===== src/hw/rtl/sgm_pkg.sv =====
// Shared types and constants for the Sobel gradient magnitude/direction pipeline.
// No dependencies; imported by every module of the block.
package sgm_pkg;

    localparam int PIX_W  = 8;
    localparam int GRAD_W = 11;   // signed gv/gh, range +/-1020
    localparam int ABS_W  = 10;
    localparam int SQ_W   = 20;
    localparam int SUM_W  = 21;
    localparam int VAL_W  = 16;
    localparam int REM_W  = 10;
    localparam int ROOT_W = 8;
    localparam int SQRT_STAGES = 4;
    localparam int SQRT_STEPS  = 2;   // result bits per sqrt stage

    // tan(pi/8) and tan(3pi/8) in Q16
    localparam logic [14:0] TAN_LOW_Q16  = 15'd27146;
    localparam logic [17:0] TAN_HIGH_Q16 = 18'd158218;

    localparam logic [1:0] DIR_HORIZ = 2'd0;
    localparam logic [1:0] DIR_VERT  = 2'd1;
    localparam logic [1:0] DIR_PLUS  = 2'd2;
    localparam logic [1:0] DIR_MINUS = 2'd3;

    localparam logic [ROOT_W-1:0] MAG_SAT = '1;

    typedef struct packed {
        logic                     vld;
        logic signed [GRAD_W-1:0] gv;
        logic signed [GRAD_W-1:0] gh;
    } t_sum;

    typedef struct packed {
        logic              vld;
        logic              sat;
        logic [1:0]        dir;
        logic [VAL_W-1:0]  val;
        logic [REM_W-1:0]  rem;
        logic [ROOT_W-1:0] root;
    } t_root;

    typedef struct packed {
        logic              vld;
        logic [ROOT_W-1:0] mag;
        logic [1:0]        dir;
    } t_res;

endpackage


===== src/hw/rtl/sgm_window.sv =====
// Column window: keeps left/center columns, handles row marks, forms Sobel sums.
// Two result lanes: lane A (interior column) and lane B (row flush). Uses sgm_pkg.
module sgm_window (
    input  logic                        i_clk,
    input  logic                        i_rst_n,
    input  logic                        i_en,
    input  logic                        i_vld,
    input  logic [2:0][sgm_pkg::PIX_W-1:0] i_col,
    input  logic                        i_first,
    input  logic                        i_final,
    output sgm_pkg::t_sum               o_sum_a,
    output sgm_pkg::t_sum               o_sum_b
);
    import sgm_pkg::*;

    logic [2:0][PIX_W-1:0] r_left, r_center;
    logic [1:0]            r_seen;
    logic [2:0][PIX_W-1:0] n_left, n_center, mid_left;
    logic [1:0]            n_seen;
    logic                  restart;
    t_sum                  r_a, r_b, n_a, n_b;

    function automatic t_sum sobel(input logic [2:0][PIX_W-1:0] l,
                                   input logic [2:0][PIX_W-1:0] c,
                                   input logic [2:0][PIX_W-1:0] r);
        logic [ABS_W-1:0] vp, vn, hp, hn;
        t_sum s;
        vp = ABS_W'(l[2]) + {1'b0, c[2], 1'b0} + ABS_W'(r[2]);
        vn = ABS_W'(l[0]) + {1'b0, c[0], 1'b0} + ABS_W'(r[0]);
        hp = ABS_W'(r[0]) + {1'b0, r[1], 1'b0} + ABS_W'(r[2]);
        hn = ABS_W'(l[0]) + {1'b0, l[1], 1'b0} + ABS_W'(l[2]);
        s.vld = 1'b0;
        s.gv  = signed'({1'b0, vp}) - signed'({1'b0, vn});
        s.gh  = signed'({1'b0, hp}) - signed'({1'b0, hn});
        return s;
    endfunction

    always_comb begin
        restart  = i_first || (r_seen == 2'd0);
        mid_left = restart ? '0 : r_center;
        n_a      = sobel(r_left, r_center, i_col);
        n_a.vld  = i_vld && !restart;
        n_b      = sobel(mid_left, i_col, '0);
        n_b.vld  = i_vld && i_final;
        if (i_final) begin
            n_left   = '0;
            n_center = '0;
            n_seen   = 2'd0;
        end else begin
            n_left   = mid_left;
            n_center = i_col;
            n_seen   = restart ? 2'd1 : 2'd2;
        end
    end

    always_ff @(posedge i_clk) begin
        if (!i_rst_n) begin
            r_left   <= '0;
            r_center <= '0;
            r_seen   <= 2'd0;
            r_a.vld  <= 1'b0;
            r_b.vld  <= 1'b0;
        end else if (i_en) begin
            r_a <= n_a;
            r_b <= n_b;
            if (i_vld) begin
                r_left   <= n_left;
                r_center <= n_center;
                r_seen   <= n_seen;
            end
        end
    end

    assign o_sum_a = r_a;
    assign o_sum_b = r_b;

endmodule


===== src/hw/rtl/sgm_grad.sv =====
// Gradient lane: squares, Q16 sector bounds, direction code, sqrt operand setup.
// Two register stages. Uses sgm_pkg.
module sgm_grad (
    input  logic           i_clk,
    input  logic           i_rst_n,
    input  logic           i_en,
    input  sgm_pkg::t_sum  i_sum,
    output sgm_pkg::t_root o_root
);
    import sgm_pkg::*;

    logic [ABS_W-1:0] av, ah;
    logic             r_vld;
    logic             r_same_sign;
    logic [ABS_W-1:0] r_ah;
    logic [SQ_W-1:0]  r_sqv, r_sqh;
    logic [24:0]      r_plo;
    logic [27:0]      r_phi;
    logic [27:0]      lhs;
    logic [SUM_W-1:0] sq;
    t_root            r_root, n_root;

    always_comb begin
        av = i_sum.gv[GRAD_W-1] ? ABS_W'(-i_sum.gv) : ABS_W'(i_sum.gv);
        ah = i_sum.gh[GRAD_W-1] ? ABS_W'(-i_sum.gh) : ABS_W'(i_sum.gh);
    end

    always_comb begin
        lhs = {2'b00, r_ah, 16'h0000};
        sq  = SUM_W'(r_sqv) + SUM_W'(r_sqh);
        n_root.vld  = r_vld;
        n_root.sat  = |sq[SUM_W-1:VAL_W];
        n_root.val  = sq[VAL_W-1:0];
        n_root.rem  = '0;
        n_root.root = '0;
        priority if (lhs < {3'b000, r_plo}) begin
            n_root.dir = DIR_HORIZ;
        end else if (lhs > r_phi) begin
            n_root.dir = DIR_VERT;
        end else if (r_same_sign) begin
            n_root.dir = DIR_PLUS;
        end else begin
            n_root.dir = DIR_MINUS;
        end
    end

    always_ff @(posedge i_clk) begin
        if (!i_rst_n) begin
            r_vld      <= 1'b0;
            r_root.vld <= 1'b0;
        end else if (i_en) begin
            r_vld       <= i_sum.vld;
            r_same_sign <= (i_sum.gv != '0) && (i_sum.gh != '0)
                           && (i_sum.gv[GRAD_W-1] == i_sum.gh[GRAD_W-1]);
            r_ah        <= ah;
            r_sqv       <= SQ_W'(av) * SQ_W'(av);
            r_sqh       <= SQ_W'(ah) * SQ_W'(ah);
            r_plo       <= 25'(TAN_LOW_Q16) * 25'(av);
            r_phi       <= 28'(TAN_HIGH_Q16) * 28'(av);
            r_root      <= n_root;
        end
    end

    assign o_root = r_root;

endmodule


===== src/hw/rtl/sgm_sqrt.sv =====
// Pipelined integer square root, two result bits per stage, with saturation pass-through.
// Uses sgm_pkg.
module sgm_sqrt (
    input  logic           i_clk,
    input  logic           i_rst_n,
    input  logic           i_en,
    input  sgm_pkg::t_root i_root,
    output sgm_pkg::t_res  o_res
);
    import sgm_pkg::*;

    t_root r_stg [SQRT_STAGES];
    t_root n_stg [SQRT_STAGES];

    function automatic t_root sqrt_step(input t_root s);
        logic [REM_W:0]   rem_sh;
        logic [REM_W:0]   trial;
        t_root            t;
        rem_sh = {s.rem[REM_W-2:0], s.val[VAL_W-1 -: 2]};
        trial  = {1'b0, s.root, 2'b01};
        t      = s;
        t.val  = {s.val[VAL_W-3:0], 2'b00};
        if (rem_sh >= trial) begin
            t.rem  = REM_W'(rem_sh - trial);
            t.root = {s.root[ROOT_W-2:0], 1'b1};
        end else begin
            t.rem  = rem_sh[REM_W-1:0];
            t.root = {s.root[ROOT_W-2:0], 1'b0};
        end
        return t;
    endfunction

    always_comb begin
        for (int k = 0; k < SQRT_STAGES; k++) begin
            n_stg[k] = (k == 0) ? i_root : r_stg[(k == 0) ? 0 : k - 1];
            for (int j = 0; j < SQRT_STEPS; j++) begin
                n_stg[k] = sqrt_step(n_stg[k]);
            end
        end
    end

    always_ff @(posedge i_clk) begin
        if (!i_rst_n) begin
            for (int k = 0; k < SQRT_STAGES; k++) begin
                r_stg[k].vld <= 1'b0;
            end
        end else if (i_en) begin
            for (int k = 0; k < SQRT_STAGES; k++) begin
                r_stg[k] <= n_stg[k];
            end
        end
    end

    always_comb begin
        o_res.vld = r_stg[SQRT_STAGES-1].vld;
        o_res.mag = r_stg[SQRT_STAGES-1].sat ? MAG_SAT : r_stg[SQRT_STAGES-1].root;
        o_res.dir = r_stg[SQRT_STAGES-1].dir;
    end

endmodule


===== src/hw/rtl/sgm_out.sv =====
// Output register with one pending word; serializes the two lanes and drives the
// pipeline enable. Uses sgm_pkg.
module sgm_out (
    input  logic                      i_clk,
    input  logic                      i_rst_n,
    input  sgm_pkg::t_res             i_res_a,
    input  sgm_pkg::t_res             i_res_b,
    input  logic                      i_stall,
    output logic                      o_en,
    output logic                      o_valid,
    output logic [sgm_pkg::ROOT_W-1:0] o_magnitude,
    output logic [1:0]                o_direction,
    output logic                      o_row_end
);
    import sgm_pkg::*;

    logic              r_out_valid, r_pend_valid;
    logic [ROOT_W-1:0] r_mag;
    logic [1:0]        r_dir;
    logic              r_end;
    t_res              r_pend;
    logic              take, can_load;

    assign take     = r_out_valid && !i_stall;
    assign can_load = !r_pend_valid && (!r_out_valid || !i_stall);

    always_ff @(posedge i_clk) begin
        if (!i_rst_n) begin
            r_out_valid  <= 1'b0;
            r_pend_valid <= 1'b0;
        end else if (r_pend_valid) begin
            if (take) begin
                r_mag        <= r_pend.mag;
                r_dir        <= r_pend.dir;
                r_end        <= 1'b1;
                r_pend_valid <= 1'b0;
            end
        end else if (can_load) begin
            if (i_res_a.vld) begin
                r_out_valid  <= 1'b1;
                r_mag        <= i_res_a.mag;
                r_dir        <= i_res_a.dir;
                r_end        <= 1'b0;
                r_pend       <= i_res_b;
                r_pend_valid <= i_res_b.vld;
            end else if (i_res_b.vld) begin
                r_out_valid <= 1'b1;
                r_mag       <= i_res_b.mag;
                r_dir       <= i_res_b.dir;
                r_end       <= 1'b1;
            end else begin
                r_out_valid <= 1'b0;
            end
        end
    end

    assign o_en        = can_load;
    assign o_valid     = r_out_valid;
    assign o_magnitude = r_mag;
    assign o_direction = r_dir;
    assign o_row_end   = r_end;

endmodule


===== src/hw/rtl/sobel_gradient_magnitude_direction.sv =====
// Sobel 3x3 gradient magnitude and direction over a column stream.
// Pipeline registers: column window, 2 gradient stages, 4 sqrt stages, output register.
// Throughput: one column word per cycle while i_stall is low; a row-final column after an
// interior one yields two words; the pipeline holds while the second word is pending.
// Reset (i_rst_n low, synchronous): column window, valid bits and skid buffer cleared.
// Uses sgm_pkg, sgm_window, sgm_grad, sgm_sqrt, sgm_out.
module sobel_gradient_magnitude_direction (
    input  logic                       i_clk,
    input  logic                       i_rst_n,
    input  logic                       i_valid,
    output logic                       o_stall,
    input  logic [sgm_pkg::PIX_W-1:0]  i_pixel_above,
    input  logic [sgm_pkg::PIX_W-1:0]  i_pixel_middle,
    input  logic [sgm_pkg::PIX_W-1:0]  i_pixel_below,
    input  logic                       i_row_first,
    input  logic                       i_row_final,
    output logic                       o_valid,
    input  logic                       i_stall,
    output logic [sgm_pkg::ROOT_W-1:0] o_magnitude,
    output logic [1:0]                 o_direction,
    output logic                       o_row_end
);
    import sgm_pkg::*;

    logic                  r_skid_full;
    logic [2:0][PIX_W-1:0] r_skid_col;
    logic                  r_skid_first, r_skid_final;
    logic                  pipe_en;
    logic                  in_vld, in_first, in_final;
    logic [2:0][PIX_W-1:0] in_col;
    t_sum                  sum_a, sum_b;
    t_root                 root_a, root_b;
    t_res                  res_a, res_b;

    assign o_stall = r_skid_full;

    always_comb begin
        if (r_skid_full) begin
            in_vld   = 1'b1;
            in_col   = r_skid_col;
            in_first = r_skid_first;
            in_final = r_skid_final;
        end else begin
            in_vld   = i_valid;
            in_col   = {i_pixel_below, i_pixel_middle, i_pixel_above};
            in_first = i_row_first;
            in_final = i_row_final;
        end
    end

    always_ff @(posedge i_clk) begin
        if (!i_rst_n) begin
            r_skid_full <= 1'b0;
        end else if (r_skid_full) begin
            if (pipe_en) begin
                r_skid_full <= 1'b0;
            end
        end else if (i_valid && !pipe_en) begin
            r_skid_full  <= 1'b1;
            r_skid_col   <= {i_pixel_below, i_pixel_middle, i_pixel_above};
            r_skid_first <= i_row_first;
            r_skid_final <= i_row_final;
        end
    end

    sgm_window u_window (
        .i_clk   (i_clk),
        .i_rst_n (i_rst_n),
        .i_en    (pipe_en),
        .i_vld   (in_vld),
        .i_col   (in_col),
        .i_first (in_first),
        .i_final (in_final),
        .o_sum_a (sum_a),
        .o_sum_b (sum_b)
    );

    sgm_grad u_grad_a (
        .i_clk   (i_clk),
        .i_rst_n (i_rst_n),
        .i_en    (pipe_en),
        .i_sum   (sum_a),
        .o_root  (root_a)
    );

    sgm_grad u_grad_b (
        .i_clk   (i_clk),
        .i_rst_n (i_rst_n),
        .i_en    (pipe_en),
        .i_sum   (sum_b),
        .o_root  (root_b)
    );

    sgm_sqrt u_sqrt_a (
        .i_clk   (i_clk),
        .i_rst_n (i_rst_n),
        .i_en    (pipe_en),
        .i_root  (root_a),
        .o_res   (res_a)
    );

    sgm_sqrt u_sqrt_b (
        .i_clk   (i_clk),
        .i_rst_n (i_rst_n),
        .i_en    (pipe_en),
        .i_root  (root_b),
        .o_res   (res_b)
    );

    sgm_out u_out (
        .i_clk       (i_clk),
        .i_rst_n     (i_rst_n),
        .i_res_a     (res_a),
        .i_res_b     (res_b),
        .i_stall     (i_stall),
        .o_en        (pipe_en),
        .o_valid     (o_valid),
        .o_magnitude (o_magnitude),
        .o_direction (o_direction),
        .o_row_end   (o_row_end)
    );

    // pipeline only freezes while a result word waits at the output
    a_freeze_needs_output: assert property (@(posedge i_clk) disable iff (!i_rst_n)
        !pipe_en |-> o_valid)
        else $error("pipeline frozen with no output word");

    // a word taken while the pipeline is frozen lands in the skid stage
    a_skid_capture: assert property (@(posedge i_clk) disable iff (!i_rst_n)
        (i_valid && !o_stall && !pipe_en) |=> o_stall)
        else $error("accepted word not held in skid stage");

    // skid stage holds until the pipeline moves
    a_skid_hold: assert property (@(posedge i_clk) disable iff (!i_rst_n)
        (o_stall && !pipe_en) |=> o_stall)
        else $error("skid word dropped while pipeline frozen");

endmodule


===== config.mk =====
export PLATFORM = sky130hd
export DESIGN_NAME = sobel_gradient_magnitude_direction
export DESIGN_NICKNAME = d
export VERILOG_FILES = /design/src/hw/rtl/sgm_pkg.sv /design/src/hw/rtl/sgm_window.sv /design/src/hw/rtl/sgm_grad.sv /design/src/hw/rtl/sgm_sqrt.sv /design/src/hw/rtl/sgm_out.sv /design/src/hw/rtl/sobel_gradient_magnitude_direction.sv
export SDC_FILE = /design/constraint.sdc
export NUM_CORES = 2
export LEC_CHECK = 0
export BUFFER_PORTS_ARGS = -buffer_cell sky130_fd_sc_hd__buf_2
export CORE_ASPECT_RATIO = 2
export CORE_MARGIN = 2
export CORE_UTILIZATION = 43
export CTS_CLUSTER_DIAMETER = 100
export DETAILED_ROUTE_END_ITERATION = 8
export PLACE_DENSITY_LB_ADDON = 0.05
export SLEW_MARGIN = 20
export SYNTH_ARGS = -nofsm -noshare
export SYNTH_HDL_FRONTEND = slang
export SYNTH_HIERARCHICAL = 1
export SYNTH_SLANG_ARGS = --single-unit

===== constraint.sdc =====
create_clock -name i_clk -period 11.25 [get_ports i_clk]
set_clock_uncertainty 0.05 [all_clocks]
set_input_delay 2.25 -clock i_clk [delete_from_list [all_inputs] [get_ports i_clk]]
set_output_delay 2.25 -clock i_clk [all_outputs]
set_load 0.03 [all_outputs]

==> flow_metrics.env <==
export IMPL_outcome="finished clean"
export IMPL_wl_per_cell_um=18.77
export IMPL_regToRegSetupSlack_ns=4.00
export IMPL_vias=32900
export IMPL_maxCapViolCount=0
export IMPL_antenna_found_initial=1
export IMPL_cp_arrival_ns=7.61
export IMPL_worstPathMaxFanout=13
export IMPL_drc=0
export IMPL_drt_iter0_drc=1121
export IMPL_critPathCapture="u_grad_b/r_sqv[19]"
export IMPL_grt_max_degree=79
export IMPL_hold_viol_final=0
export IMPL_cts_max_level=2
export IMPL_criticalPathCategory="reg2reg"
export IMPL_post_drt_via_cell_ratio=5.174
export IMPL_postLayoutCoreUtil_pct=46.59
export IMPL_area_growth_pct=7.546
export IMPL_rsz0062_at_grt="no"
export IMPL_synth_cells=4749
export IMPL_clock_sinks=550
export IMPL_core_area_sq_um=113600
export IMPL_clk_pin_slew_ns=0.07
export IMPL_grt_overflow=0
export IMPL_max_freq_mhz=138.0
export IMPL_ant_nets=0
export IMPL_grt_pass1_vias=34990
export IMPL_fillers=10840
export IMPL_worst_pin_slew_ns=1.029
export IMPL_synth_area_sq_um=49230
export IMPL_r2r_start="u_window/o_sum_b[11]"
export IMPL_drt_total_wl_um=119400
export IMPL_num_rows=175
export IMPL_io_buffers=42
export IMPL_avgSynthCellArea_sq_um=10.37
export IMPL_slew_viol_final=0
export IMPL_placed_cells=6252
export IMPL_cts_tree="yes"
export IMPL_max_clock_path_buffers=3
export IMPL_yosys_warnings=6
export IMPL_insertion_delay_ns=0.67
export IMPL_r2r_end="u_grad_b/r_sqv[19]"
export IMPL_dr_pass1_iters=4
export IMPL_finalNonFillerCells=6359
export IMPL_cts_hold_buf=0
export IMPL_end_kind="flop"
export IMPL_fp_dieW_um=243.3
export IMPL_maxSlewHeadroom_pct=30.92
export IMPL_period_needed_ns=7.248
export IMPL_holdCritPathClass="reg2reg"
export IMPL_worst_setup_path_start_kind="flop"
export IMPL_track_usage_pct=20.52
export IMPL_die_y_um=482.5
export IMPL_place_congestion=0.8700
export IMPL_cts_resized=0
export IMPL_layout_nets=5857
export IMPL_grt_first_pass_wirelength_um=187400
export IMPL_finalSetupViolCount=0
export IMPL_critPathRequiredTime_ns=11.61
export IMPL_layout_drive_gt1_share_pct=6.531
export IMPL_hpwl_um=99530
export IMPL_die_area_sq_um=117400
export IMPL_cts_buffers=57
export IMPL_initial_core_util_pct=43.32
export IMPL_io_pins=43
export IMPL_ctsRootBufferMaster="clkbuf_16"
export IMPL_reg2regPathDepth=23
export IMPL_startpoint="u_window/o_sum_b[11]"
export IMPL_setup_tns_ns=0
export IMPL_fin_crit_sh_pct=64.42
export IMPL_post_cts_setup_buffers=0
[layout by cell type (no fill, tap or decap), drive strengths merged, types with 23 or more instances in the layout]
cell and instances:
inv 812, ha 708, edfxtp 485, fa 312, nor2 280, nand2 265, a21oi 246, xnor2 203
o21ai 159, xor2 112, nor2b 101, a21o 94, nor3 77, buf 69, clkbuf 67, dfxtp 65
nand3 64, mux2 42, o21a 36, nand2b 35, o21bai 35, a211oi 35, conb 34, or2 34
mux2i 33, nand4 31, and2 29, or3 27, a22oi 26, o31ai 26, clkinv 26, and3 23
[per-layer routing]
layer / track usage, % / up-vias / wire (um)
met1: 18.32 / 15890 / 39320
li1: - / 16410 / -
met5: 0 / - / 0
met2: 44.03 / 377 / 71300
met3: 1.655 / 229 / 2009
met4: 10.57 / 0 / 6727
[metrics by stage]
stage | setup WS [ns] | instance area, sq um | hold WS [ns]
after floorplan | 4.104 | 49350 | 0.3503
after global placement | 4.092 | 50990 | 0.3525
after detailed placement | 3.982 | 50990 | 0.3545
after CTS | 3.944 | 52940 | 0.3096
after global routing | 3.378 | 52940 | 0.3231
final | 4.002 | 52940 | 0.3206
[worst max-delay path, cell delays in order (launching register included)]
cell,delay (ns)
edfxtp_1,0.37
buf_4,0.21
inv_1,0.34
ha_1,0.31
mux2i_1,0.70
inv_1,0.44
nand2_1,0.26
fa_1,0.43
inv_1,0.08
fa_1,0.41
ha_1,0.33
fa_1,0.53
inv_1,0.05
fa_1,0.49
inv_1,0.04
ha_1,0.37
a2111oi_0,0.40
o21ai_0,0.22
a21boi_0,0.34
o31a_1,0.22
a21oi_1,0.10
nand4_1,0.10
nand2_1,0.07
xnor2_1,0.12
[sequential cells by signal, indices dropped and copies added, names as in the netlist, 10 cells and up]
name	cells
u_window/o_sum_b	23
u_grad_a/o_root	20
r_skid_col	24
u_grad_b/r_sqv	19
u_sqrt_b/r_stg	99
u_window/o_sum_a	23
u_grad_b/r_sqh	18
u_sqrt_a/r_stg	99
u_out/r_pend	10
u_grad_a/r_sqv	19
u_grad_a/r_ah	10
u_grad_b/r_phi	26
u_window/r_left	24
u_grad_b/r_ah	10
u_grad_a/r_sqh	18
u_grad_a/r_phi	26
u_window/r_center	24
u_grad_b/o_root	20
[layout make-up]
type | count | area (sq um) | share of cell area, %
multi-input cells | 3320 | 29790 | 56.27
flip-flops and latches | 550 | 15870 | 29.97
diodes | 1 | 2.502 | 0.004726
clock buffers | 67 | 1536 | 2.902
repair buffers | 69 | 412.9 | 0.7799
well taps | 1504 | 1882 | 3.554
inverters | 809 | 3044 | 5.750
clock inverters | 39 | 410.4 | 0.7751
[worst min path at each step]
stage | slack (ns) | endpoint | start | depth (start not counted)
2_1_floorplan | 0.35 | u_sqrt_a/r_stg[0][18] | u_grad_a/o_root[18] | 0
3_3_place_gp | 0.35 | u_sqrt_b/r_stg[0][28] | u_grad_b/o_root[28] | 0
3_5_place_dp | 0.35 | u_sqrt_a/r_stg[1][28] | u_sqrt_a/r_stg[0][24] | 0
4_1_cts | 0.31 | u_sqrt_a/r_stg[1][27] | u_sqrt_a/r_stg[0][23] | 0
5_1_grt | 0.32 | u_sqrt_a/r_stg[1][27] | u_sqrt_a/r_stg[0][23] | 0
6_report | 0.32 | u_sqrt_a/r_stg[1][27] | u_sqrt_a/r_stg[0][23] | 0
Power is not shown: default switching activity piles up to over one toggle a cycle in this logic, so the estimate is an artifact.
